**src/design/prc_pkg.sv**
```systemverilog
// Package for the perspective remap coordinate block: widths, register codes,
// reset values and the shared types. No dependencies.
package prc_pkg;

  localparam int unsigned PIX_W    = 10;
  localparam int unsigned COEF_W   = 32;
  localparam int unsigned REG_W    = 64;
  localparam int unsigned ADDR_W   = 6;
  localparam int unsigned PROD_W   = COEF_W + PIX_W + 1;
  localparam int unsigned SUM_W    = PROD_W + 2;
  localparam int unsigned MAG_W    = SUM_W;
  localparam int unsigned FRAC_SH  = 15;
  localparam int unsigned DVD_W    = MAG_W + FRAC_SH;
  localparam int unsigned RES_W    = DVD_W + 2;
  localparam int unsigned INT_W    = 16;
  localparam int unsigned FRC_W    = 5;
  localparam int unsigned LANES    = 2;

  localparam int unsigned LIN_STAGES = 4;
  localparam int unsigned RND_STAGES = 3;
  localparam int unsigned POST_LAT   = DVD_W + RND_STAGES;
  localparam int unsigned LATENCY    = LIN_STAGES + POST_LAT;

  localparam int unsigned MAX_WIDTH_DEF  = 1024;
  localparam int unsigned MAX_HEIGHT_DEF = 1024;

  localparam logic [REG_W-1:0]  X_NUM_LIN_RST = 64'h0010_0000_0000_0000;
  localparam logic [COEF_W-1:0] X_NUM_OFF_RST = 32'h0000_0000;
  localparam logic [REG_W-1:0]  Y_NUM_LIN_RST = 64'h0000_0000_0010_0000;
  localparam logic [COEF_W-1:0] Y_NUM_OFF_RST = 32'h0000_0000;
  localparam logic [REG_W-1:0]  DEN_LIN_RST   = 64'h0000_0000_0000_0000;
  localparam logic [COEF_W-1:0] DEN_OFF_RST   = 32'h4000_0000;

  typedef enum logic [2:0] {
    REG_X_NUM_LIN,
    REG_X_NUM_OFF,
    REG_Y_NUM_LIN,
    REG_Y_NUM_OFF,
    REG_DEN_LIN,
    REG_DEN_OFF
  } prc_reg_e;

  typedef struct packed {
    logic signed [COEF_W-1:0] m11;
    logic signed [COEF_W-1:0] m12;
    logic signed [COEF_W-1:0] m13;
    logic signed [COEF_W-1:0] m21;
    logic signed [COEF_W-1:0] m22;
    logic signed [COEF_W-1:0] m23;
    logic signed [COEF_W-1:0] m31;
    logic signed [COEF_W-1:0] m32;
    logic signed [COEF_W-1:0] m33;
  } prc_coef_t;

  typedef struct packed {
    logic             zero;
    logic [LANES-1:0] neg;
  } prc_side_t;

endpackage

```
**src/design/prc_regs.sv**
```systemverilog
// Configuration registers behind the APB-style port.
// Depends on prc_pkg.
module prc_regs (
  input  logic                         clk_i,
  input  logic                         rst_ni,
  input  logic                         psel,
  input  logic                         penable,
  input  logic                         pwrite,
  input  logic [prc_pkg::ADDR_W-1:0]   paddr,
  input  logic [prc_pkg::REG_W-1:0]    pwdata,
  output logic [prc_pkg::REG_W-1:0]    prdata,
  output logic                         pready,
  output prc_pkg::prc_coef_t           coef_o
);
  import prc_pkg::*;

  logic [REG_W-1:0]  x_num_lin_q;
  logic [COEF_W-1:0] x_num_off_q;
  logic [REG_W-1:0]  y_num_lin_q;
  logic [COEF_W-1:0] y_num_off_q;
  logic [REG_W-1:0]  den_lin_q;
  logic [COEF_W-1:0] den_off_q;
  prc_reg_e          idx;
  logic              wr_en;

  assign pready = 1'b1;
  assign idx    = prc_reg_e'(paddr[ADDR_W-1:3]);
  assign wr_en  = psel & penable & pwrite & pready;

  always_ff @(posedge clk_i or negedge rst_ni) begin
    if (!rst_ni) begin
      x_num_lin_q <= X_NUM_LIN_RST;
      x_num_off_q <= X_NUM_OFF_RST;
      y_num_lin_q <= Y_NUM_LIN_RST;
      y_num_off_q <= Y_NUM_OFF_RST;
      den_lin_q   <= DEN_LIN_RST;
      den_off_q   <= DEN_OFF_RST;
    end else if (wr_en) begin
      case (idx)
        REG_X_NUM_LIN: x_num_lin_q <= pwdata;
        REG_X_NUM_OFF: x_num_off_q <= pwdata[COEF_W-1:0];
        REG_Y_NUM_LIN: y_num_lin_q <= pwdata;
        REG_Y_NUM_OFF: y_num_off_q <= pwdata[COEF_W-1:0];
        REG_DEN_LIN:   den_lin_q   <= pwdata;
        REG_DEN_OFF:   den_off_q   <= pwdata[COEF_W-1:0];
        default: ;
      endcase
    end
  end

  always_comb begin
    case (idx)
      REG_X_NUM_LIN: prdata = x_num_lin_q;
      REG_X_NUM_OFF: prdata = REG_W'(x_num_off_q);
      REG_Y_NUM_LIN: prdata = y_num_lin_q;
      REG_Y_NUM_OFF: prdata = REG_W'(y_num_off_q);
      REG_DEN_LIN:   prdata = den_lin_q;
      REG_DEN_OFF:   prdata = REG_W'(den_off_q);
      default:       prdata = '0;
    endcase
  end

  always_comb begin
    coef_o.m11 = x_num_lin_q[REG_W-1:COEF_W];
    coef_o.m12 = x_num_lin_q[COEF_W-1:0];
    coef_o.m13 = x_num_off_q;
    coef_o.m21 = y_num_lin_q[REG_W-1:COEF_W];
    coef_o.m22 = y_num_lin_q[COEF_W-1:0];
    coef_o.m23 = y_num_off_q;
    coef_o.m31 = den_lin_q[REG_W-1:COEF_W];
    coef_o.m32 = den_lin_q[COEF_W-1:0];
    coef_o.m33 = den_off_q;
  end

endmodule

```
**config.mk**
```make
export PLATFORM = sky130hd
export DESIGN_NAME = prc_regs
export DESIGN_NICKNAME = d
export VERILOG_FILES = /design/src/design/prc_pkg.sv /design/src/design/prc_regs.sv
export SDC_FILE = /design/constraint.sdc
export NUM_CORES = 1
export LEC_CHECK = 0
export ABC_CLOCK_PERIOD_IN_PS = 1500
export BUFFER_PORTS_ARGS = -buffer_cell sky130_fd_sc_hd__buf_2
export CORE_UTILIZATION = 39
export CTS_CLUSTER_SIZE = 8
export DETAILED_ROUTE_END_ITERATION = 10
export GPL_ROUTABILITY_DRIVEN = 0
export GPL_TIMING_DRIVEN = 0
export PLACE_DENSITY_LB_ADDON = 0.25
export SKIP_CTS_REPAIR_TIMING = 1
export SLEW_MARGIN = 10
export SYNTH_ARGS = -nofsm -noshare
export SYNTH_HDL_FRONTEND = slang
export SYNTH_SLANG_ARGS = --single-unit
```
**constraint.sdc**
```tcl
create_clock -name clk_i -period 1.5 [get_ports clk_i]
set_input_delay 0.3 -clock clk_i [delete_from_list [all_inputs] [get_ports clk_i]]
set_output_delay 0.3 -clock clk_i [all_outputs]
set_load 0.01 [all_outputs]
```
==> impl_metrics.ini <==
[yosys]
synth_warnings = 0
yosysSeqAreaShare = 0.5351
ys.flop_type = dfrtp_1
synth_nets = 1063
avgSynthCellArea_um2 = 13.64
postSynthCellCount = 988
synth_seq_cells = 288
synth_edf_count = 0
ys_types = 28
async_flop_share = 1.000
netlist_area_mm2 = 0.01348

[critical_path]
worstPathArrival_ps = 1620
worstRegToRegCells = 2
path_class = reg -> out
crit_chain = mux2i_1, or2_4, a21oi_2, buf_2
worstSetupPathDepth = 4
path_buf_inv = 1
cp_data_required_time_ps = 1200
path_delay_family = flip-flops
worstSetupStartpoint = x_num_lin_q[52]
cpPeakStageDelay_ps = 550
crit_path_start_kind = flip-flop
r2r-end = x_num_off_q[7]
end_kind = output pin
r2r_setup_slack_ps = 580
critPathSlowestCell = dfstp_2
r2r_start = x_num_off_q[7]
setup.worst_path.end = prdata[52]
path_max_fanout = 3

[clock_tree]
clkSlewWorstSetupHoldPaths_ps = 50
cts-root-buf = clkbuf_16
clk_latency_ps = 530
htreeDepth = 2
cts_buffers = 42
tritoncts = yes
cts.path.max_buffers = 3
cts_sinks = 288

[routing]
drc = 0
wirelength_mm = 49.52
vias = 10670
first_pass_iters = 4
viasPerCell = 5.264
routedWlPerCell_um = 24.43
drt-initial-drc-count = 411
drtAntennaViolNets = 0

[timing]
worst_pin_slew_ps = 691.1
rsz0062_at_grt = yes
post-route-min-period_ps = 1919
slew_viol_final = 0
finalWorstSetupSlack_ps = -418.8
fmax_ghz = 0.5211
clock-skew-final_ps = 0
period_share = 1.279
setup_viol_count_final = 74
maxSlewHeadroom = 0.5393
hold_slack_ps = -224.6
hold_violations = 83

[cells_and_area]
final_common_cell = buf_2
layout.nets = 1627
layout-drive-gt1-share = 0.6498
final_area_mm2 = 0.01919
diodes = 0
final_cell_mix = buf_2 (395), dfrtp_1 (285), mux2_2 (277), mux2i_1 (108), buf_4 (101)
nFillCells = 2913
area_delta_synth_final_pct = 42.39

[floorplanning]
start_util = 0.3989
die_y_um = 187.9
core_area_mm2 = 0.03378
die_area_mm2 = 0.03530
io_pins = 428
fp.dieW_um = 187.9
row_count = 67

[outcome]
status = complete, but fails checks
violations = hold timing, setup timing

[grt]
grt.total_usage = 0.2713
grt_max_degree = 109
globalRoute.totalOverflow = 0
grt_pass1_vias = 10620
grt_pass1_wl_mm = 70.99
antenna_found_initial = 0

[hold_path]
hp-class = in -> async

[place]
port_buffers = 421
dp_hpwl_mm = 33.47
placed_area_mm2 = 0.01670

[power_and_ir_drop]
ir_drop_v = 0.0009893
p_per_area_mw_per_mm2 = 1393
leakagePower_uw = 0.009656

[run]
cap_violations = 0
## power by group
group	internal, uW	total (uW)	leakage (uW)	switching, uW
Clock	5490	8850	0.000585	3360
Combinational	3830	7420	0.00540	3580
Sequential	9330	10500	0.00367	1140
Total	18600	26700	0.00966	8080
## cell usage after synthesis (3+ instances only)
library cell    n  area share
buf_6          24       0.020
o21ai_0        32       0.012
a211o_1        17       0.011
mux2_2        278        0.23
o32a_1          7      0.0052
nand2b_1        4      0.0019
nor3b_1         4      0.0022
buf_4          14      0.0078
nand3_1        14      0.0052
a21oi_1        51       0.019
o21a_1         14      0.0078
mux2i_1       108       0.080
clkbuf_1       15      0.0042
or2_2          32       0.015
buf_2          16      0.0059
dfstp_2         3      0.0058
dfrtp_1       285        0.53
o22a_1          9      0.0058
nand2_1        33      0.0092
buf_1           5      0.0014
mux2_1         13       0.011
## sequential cells by signal (all words and copies together) (netlist names)
signal / count
x_num_off_q: 32
x_num_lin_q: 64
den_off_q: 32
y_num_off_q: 32
den_lin_q: 64
y_num_lin_q: 64
## cell families (layout without fill, tap and decap cells)
logic type | Yosys count | in the layout | share of synthesized area
AND/OR/NAND/NOR | 96 | 96 | 0.04113
multiplexers | 399 | 399 | 0.3234
AO/OA/AOI/OAI | 130 | 130 | 0.06072
flip-flops | 288 | 288 | 0.5351
buffers and inverters | 74 | 665 | 0.03937
other | 1 | 1 | 0.0002783
## layer usage
layer / up-vias / wire, um / GRT usage
li1: 4712 / - / -
met1: 5444 / 20590 / 0.3509
met2: 423 / 23940 / 0.4463
met3: 91 / 3543 / 0.06888
met4: 0 / 1443 / 0.08255
met5: - / 0 / 0
## cell type report
type / count / area, um^2 / share of cell area
clock inverter: 2 / 38.79 / 0.002022
tap: 448 / 560.5 / 0.02921
multi-input combinational: 626 / 6120 / 0.3189
timing repair buffer: 522 / 3158 / 0.1646
sequential: 288 / 7211 / 0.3758
buffer: 72 / 915.9 / 0.04773
clock buffer: 69 / 1184 / 0.06169
## how the worst min path moves through the flow
stage / slack, ps / cells past startpoint / end
after floorplan: 4 / 0 / den_lin_q[0]
after global placement: 490 / 1 / x_num_lin_q[63]
after detailed placement: 360 / 1 / y_num_off_q[13]
after CTS: -200 / 1 / y_num_off_q[13]
after global routing: -170 / 1 / y_num_off_q[13]
final: -220 / 1 / y_num_off_q[13]
## metrics by stage
stage	std cells	setup TNS, ps	setup slack, ps	utilization	total power, uW
floorplan	988	-21630	-151.8	-	13870
global placement	1857	-1710730	-5356	0.4923	16870
detailed placement	1859	-188910	-863.3	0.4942	17040
CTS	1930	-61940	-869.2	0.5304	25980
global route	2027	-22290	-488.9	0.5679	27930
finish	2027	-17290	-418.8	0.5679	26730
## worst reg2reg max path, delay by kind of cell, from the launching register on
| family | cells | cell delay, ps |
|---|---|---|
| muxes | 1 | 250 |
| buffers and inverters | 1 | 150 |
| DFF | 1 | 400 |
No activity file was read; power rests on OpenSTA's default activity.
