--- src/design/prc_pkg.sv ---
// Package for the perspective remap coordinate block: widths, register codes,
// reset values and the shared types. No dependencies.
package prc_pkg;

  localparam int unsigned PIX_W    = 10;
  localparam int unsigned COEF_W   = 32;
  localparam int unsigned REG_W    = 64;
  localparam int unsigned ADDR_W   = 6;
  localparam int unsigned PROD_W   = COEF_W + PIX_W + 1;
  localparam int unsigned SUM_W    = PROD_W + 2;
  localparam int unsigned MAG_W    = SUM_W;
  localparam int unsigned FRAC_SH  = 15;
  localparam int unsigned DVD_W    = MAG_W + FRAC_SH;
  localparam int unsigned RES_W    = DVD_W + 2;
  localparam int unsigned INT_W    = 16;
  localparam int unsigned FRC_W    = 5;
  localparam int unsigned LANES    = 2;

  localparam int unsigned LIN_STAGES = 4;
  localparam int unsigned RND_STAGES = 3;
  localparam int unsigned POST_LAT   = DVD_W + RND_STAGES;
  localparam int unsigned LATENCY    = LIN_STAGES + POST_LAT;

  localparam int unsigned MAX_WIDTH_DEF  = 1024;
  localparam int unsigned MAX_HEIGHT_DEF = 1024;

  localparam logic [REG_W-1:0]  X_NUM_LIN_RST = 64'h0010_0000_0000_0000;
  localparam logic [COEF_W-1:0] X_NUM_OFF_RST = 32'h0000_0000;
  localparam logic [REG_W-1:0]  Y_NUM_LIN_RST = 64'h0000_0000_0010_0000;
  localparam logic [COEF_W-1:0] Y_NUM_OFF_RST = 32'h0000_0000;
  localparam logic [REG_W-1:0]  DEN_LIN_RST   = 64'h0000_0000_0000_0000;
  localparam logic [COEF_W-1:0] DEN_OFF_RST   = 32'h4000_0000;

  typedef enum logic [2:0] {
    REG_X_NUM_LIN,
    REG_X_NUM_OFF,
    REG_Y_NUM_LIN,
    REG_Y_NUM_OFF,
    REG_DEN_LIN,
    REG_DEN_OFF
  } prc_reg_e;

  typedef struct packed {
    logic signed [COEF_W-1:0] m11;
    logic signed [COEF_W-1:0] m12;
    logic signed [COEF_W-1:0] m13;
    logic signed [COEF_W-1:0] m21;
    logic signed [COEF_W-1:0] m22;
    logic signed [COEF_W-1:0] m23;
    logic signed [COEF_W-1:0] m31;
    logic signed [COEF_W-1:0] m32;
    logic signed [COEF_W-1:0] m33;
  } prc_coef_t;

  typedef struct packed {
    logic             zero;
    logic [LANES-1:0] neg;
  } prc_side_t;

endpackage

--- src/design/prc_round.sv ---
// Signed floor fix-up, round half to even, split into saturated integer
// part and 1/32 fraction for one coordinate. Depends on prc_pkg.
module prc_round (
  input  logic                        clk_i,
  input  logic                        rst_ni,
  input  logic                        vld_i,
  input  logic                        zero_i,
  input  logic                        neg_i,
  input  logic [prc_pkg::DVD_W-1:0]   quo_i,
  input  logic [prc_pkg::MAG_W-1:0]   rem_i,
  input  logic [prc_pkg::MAG_W-1:0]   dsr_i,
  output logic                        vld_o,
  output logic signed [prc_pkg::INT_W-1:0] int_o,
  output logic [prc_pkg::FRC_W-1:0]   frac_o
);
  import prc_pkg::*;

  localparam int unsigned IP_W = RES_W - FRC_W;

  logic [2:0]              vld_q;
  logic                    z1_q, z2_q;
  logic signed [RES_W-1:0] q_d, q_q, r_d, r_q;
  logic [MAG_W-1:0]        rm_d, rm_q, d1_q;
  logic                    inc;
  logic [MAG_W:0]          twice;
  logic signed [IP_W-1:0]  ip;
  logic                    in_rng;
  logic signed [INT_W-1:0] int_d, int_q;
  logic [FRC_W-1:0]        frac_d, frac_q;

  always_comb begin
    if (neg_i && rem_i != '0) begin
      q_d  = ~{2'b00, quo_i};
      rm_d = dsr_i - rem_i;
    end else if (neg_i) begin
      q_d  = -{2'b00, quo_i};
      rm_d = rem_i;
    end else begin
      q_d  = {2'b00, quo_i};
      rm_d = rem_i;
    end
  end

  always_comb begin
    twice = {rm_q, 1'b0};
    inc   = (twice > {1'b0, d1_q}) || ((twice == {1'b0, d1_q}) && q_q[0]);
    r_d   = q_q + RES_W'(inc);
  end

  always_comb begin
    ip     = r_q[RES_W-1:FRC_W];
    in_rng = (ip[IP_W-1:INT_W-1] == '0) || (ip[IP_W-1:INT_W-1] == '1);
    if (z2_q) begin
      int_d  = '0;
      frac_d = '0;
    end else begin
      int_d  = in_rng ? ip[INT_W-1:0] : {ip[IP_W-1], {(INT_W-1){~ip[IP_W-1]}}};
      frac_d = r_q[FRC_W-1:0];
    end
  end

  always_ff @(posedge clk_i or negedge rst_ni) begin
    if (!rst_ni) begin
      vld_q <= '0;
    end else begin
      vld_q <= {vld_q[1:0], vld_i};
    end
  end

  always_ff @(posedge clk_i) begin
    q_q    <= q_d;
    rm_q   <= rm_d;
    d1_q   <= dsr_i;
    z1_q   <= zero_i;
    r_q    <= r_d;
    z2_q   <= z1_q;
    int_q  <= int_d;
    frac_q <= frac_d;
  end

  assign vld_o  = vld_q[2];
  assign int_o  = int_q;
  assign frac_o = frac_q;

endmodule

--- config.mk ---
export PLATFORM = sky130hd
export DESIGN_NAME = prc_round
export DESIGN_NICKNAME = d
export VERILOG_FILES = /design/src/design/prc_pkg.sv /design/src/design/prc_round.sv
export SDC_FILE = /design/constraint.sdc
export NUM_CORES = 1
export LEC_CHECK = 0
export BUFFER_PORTS_ARGS = -buffer_cell sky130_fd_sc_hd__buf_4
export CAP_MARGIN = 20
export CORE_ASPECT_RATIO = 1.25
export CORE_MARGIN = 2
export CORE_UTILIZATION = 55
export CTS_CLUSTER_DIAMETER = 100
export DETAILED_ROUTE_END_ITERATION = 16
export PLACE_DENSITY = 0.77
export SKIP_CTS_REPAIR_TIMING = 1
export SYNTH_ARGS = -nofsm -noshare
export SYNTH_HDL_FRONTEND = slang
export SYNTH_SLANG_ARGS = --single-unit
--- constraint.sdc ---
create_clock -name clk_i -period 4.1 [get_ports clk_i]
set_input_delay 0.205 -clock clk_i [delete_from_list [all_inputs] [get_ports clk_i]]
set_output_delay 0.205 -clock clk_i [all_outputs]
set_load 0.005 [all_outputs]
==> results.sh <==
export IMPL_maxSlewViolCount=0
export IMPL_antenna_found_initial=0
export IMPL_drive_gt1_frac=0.148
export IMPL_slowest_delay_ns=0.52
export IMPL_wl_per_cell_um=16.4
export IMPL_setup_violations=0
export IMPL_synth_flop_cell="dfxtp_1"
export IMPL_grtUsageTotal=0.246
export IMPL_synth_cells=1319
export IMPL_gp_routability_congestion=0.951
export IMPL_final_cell_mix="dfxtp_1, buf_4, dlygate4sd3_1, xnor2_1, nand2_1"
export IMPL_synth_fp_nets=1566
export IMPL_final_period_utilization=0.932
export IMPL_rows=59
export IMPL_whs_ns=-0.00898
export IMPL_grt_pass1_vias=9614
export IMPL_outcome="complete, but fails checks"
export IMPL_drtPass1Iterations=5
export IMPL_netlist_area_um2=11800
export IMPL_crit_buf_inv=2
export IMPL_clkSinkCount=240
export IMPL_seq_area_frac_synth=0.409
export IMPL_h_tree_depth=1
export IMPL_clock_skew_ns=0.0159
export IMPL_syn_avg_cell_area_um2=8.94
export IMPL_power_leakage_nw=7.00
export IMPL_cts_root_buf="clkbuf_16"
export IMPL_viasPerCell=5.47
export IMPL_die_h_um=168
export IMPL_tightest_slew_ns=0.964
export IMPL_synth_area_top_cells="dfxtp_1, ha_1, xnor2_1"
export IMPL_clockBufferDepth=3
export IMPL_synth_enable_flop_cells=0
export IMPL_violations="negative hold slack"
export IMPL_wirelength_um=31700
export IMPL_startpoint_type="flip-flop"
export IMPL_yosysWarnings=0
export IMPL_grt_pass1_wl_um=45500
export IMPL_drv_cap=0
export IMPL_dieArea_um2=22600
export IMPL_arrival_ns=4.22
export IMPL_grt_max_degree=65
export IMPL_placed_area_um2=13400
export IMPL_power_mw=6.19
export IMPL_tritoncts="yes"
export IMPL_path_clk_slew_ns=0.06
export IMPL_vias=10600
export IMPL_hp_class="input pin to flip-flop"
export IMPL_critical_path_slowest_cell="or4_1"
export IMPL_ys_ff_latch=240
export IMPL_relSlewSlack=0.355
export IMPL_ios=177
export IMPL_antenna_left=0
export IMPL_yosysUniqueCellTypes=64
export IMPL_initial_core_util=0.563
export IMPL_synth_top_area_cell="dfxtp_1"
export IMPL_dieWidth_um=135
export IMPL_crit_family="simple AND/OR/NAND/NOR gates"
export IMPL_core_area_um2=21000
export IMPL_end_kind="flip-flop"
export IMPL_period_needed_ns=3.82
export IMPL_cts_buffers=25
export IMPL_final_area_um2=15700
export IMPL_synth_top_area_frac=0.402
export IMPL_final_common_cell="dfxtp_1"
export IMPL_first_iter_violations=480
export IMPL_grt_overflow=0
export IMPL_vdd_ir_drop_max_uv=386
export IMPL_p_per_area_nw_per_um2=394
export IMPL_hold_violations=1
export IMPL_diodes=0
export IMPL_route_detailed_drc=0
export IMPL_clk_latency_ns=0.51
export IMPL_synthArstFlopShare=0.0125
export IMPL_dp_hpwl_um=21900
export IMPL_cp_max_fo=3
export IMPL_path_cells="inv_1 -> ha_1 -> a21o_1 -> a21o_1 -> a21oi_1 -> nor2_1 -> a211oi_1 -> o311ai_1 -> buf_4 -> o22ai_1 -> nor2_1 -> ha_1 -> nand3_1 -> nor3_2 -> nand3_1 -> or2_2 -> or4_1 -> xnor2_1"
export IMPL_fill_cells=1502
export IMPL_nets=1889
export IMPL_critPathRequiredTime_ns=4.50
export IMPL_clock_fmax_mhz=262
export IMPL_io_buffers=176
export IMPL_path_class="flip-flop to flip-flop"
export IMPL_synthToLayoutAreaGrowth_pct=33.3
final timing paths:
kind                                        from                  to  slack [ns]  depth (start not counted)
worst max-delay path            d1_q[31]$_DFF_P_     r_q[61]$_DFF_P_        0.28                         18
worst min-delay path                    rem_i[1]     rm_q[1]$_DFF_P_      -0.009                          3
worst max register to register  d1_q[31]$_DFF_P_     r_q[61]$_DFF_P_        0.28                         18
worst min register to register      z1_q$_DFF_P_        z2_q$_DFF_P_        0.32                          0
max in group asynchronous                 rst_ni  vld_q[1]$_DFF_PN0_        3.98                          2
min in group asynchronous                 rst_ni  vld_q[2]$_DFF_PN0_        0.03                          2
power breakdown:
| group | switching [mW] | internal [mW] |
|---|---|---|
| Clock | 0.922 | 1.39 |
| Combinational | 0.573 | 0.603 |
| Sequential | 0.129 | 2.58 |
| Total | 1.62 | 4.57 |
layer usage:
layer,GRT usage,part of all wire,vias up
met5,0,0,-
met4,0.0897,0.038,0
met3,0.0345,0.048,82
met2,0.465,0.53,315
met1,0.278,0.39,4907
li1,-,-,5267
Yosys cell counts (15+ instances only):
library cell / instances
dfxtp_1: 237
xnor2_1: 129
nand2_1: 120
inv_1: 105
ha_1: 91
o21ai_0: 87
nor2_1: 70
a21oi_1: 65
nand4_1: 48
a21o_1: 41
clkbuf_1: 33
nand3_1: 33
xor2_1: 30
nor4_1: 25
nor3_1: 18
o31ai_1: 17
and3_1: 15
per-stage QoR:
step           utilization  setup WS, ns  std cells  setup TNS [ns]  hold WS [ns]
2_1_floorplan            -         0.788       1319               0       -0.0906
3_3_place_gp         0.638         0.280       1740               0      -0.00629
3_5_place_dp         0.638         0.237       1740               0      -0.00220
4_1_cts              0.678         0.214       1785               0        -0.535
5_1_grt              0.750       -0.0275       1934         -0.0524      0.000914
6_report             0.750         0.277       1934               0      -0.00898
cell families after synthesis:
family	count (synthesis)	share of synthesized area
buf+inv	144	0.0466
mux	2	0.00180
simple gates	398	0.172
xor+xnor	159	0.118
flops	240	0.409
compound gates	284	0.154
fa+ha+maj	92	0.0982
flip-flops by register name (all words and copies together), names as in the netlist:
signal / count
rm_q: 45
r_q: 62
q_q: 62
vld_q: 3
z1_q: 1
z2_q: 1
int_o: 16
frac_o: 5
d1_q: 45
cell type report:
class,count,area [µm²],area share
clock buffer,27,643,0.0409
tap,274,343,0.0218
sequential,240,4820,0.307
inverter,105,394,0.0251
clock inverter,18,199,0.0127
timing repair buffer,335,2890,0.184
multi-input combinational,935,6430,0.409
tightest hold or removal path, stage by stage:
cell and delay (ns):
buf_4 0.12, nand2_1 0.05, o21ai_0 0.08
Power figures use the tool's default switching activity.
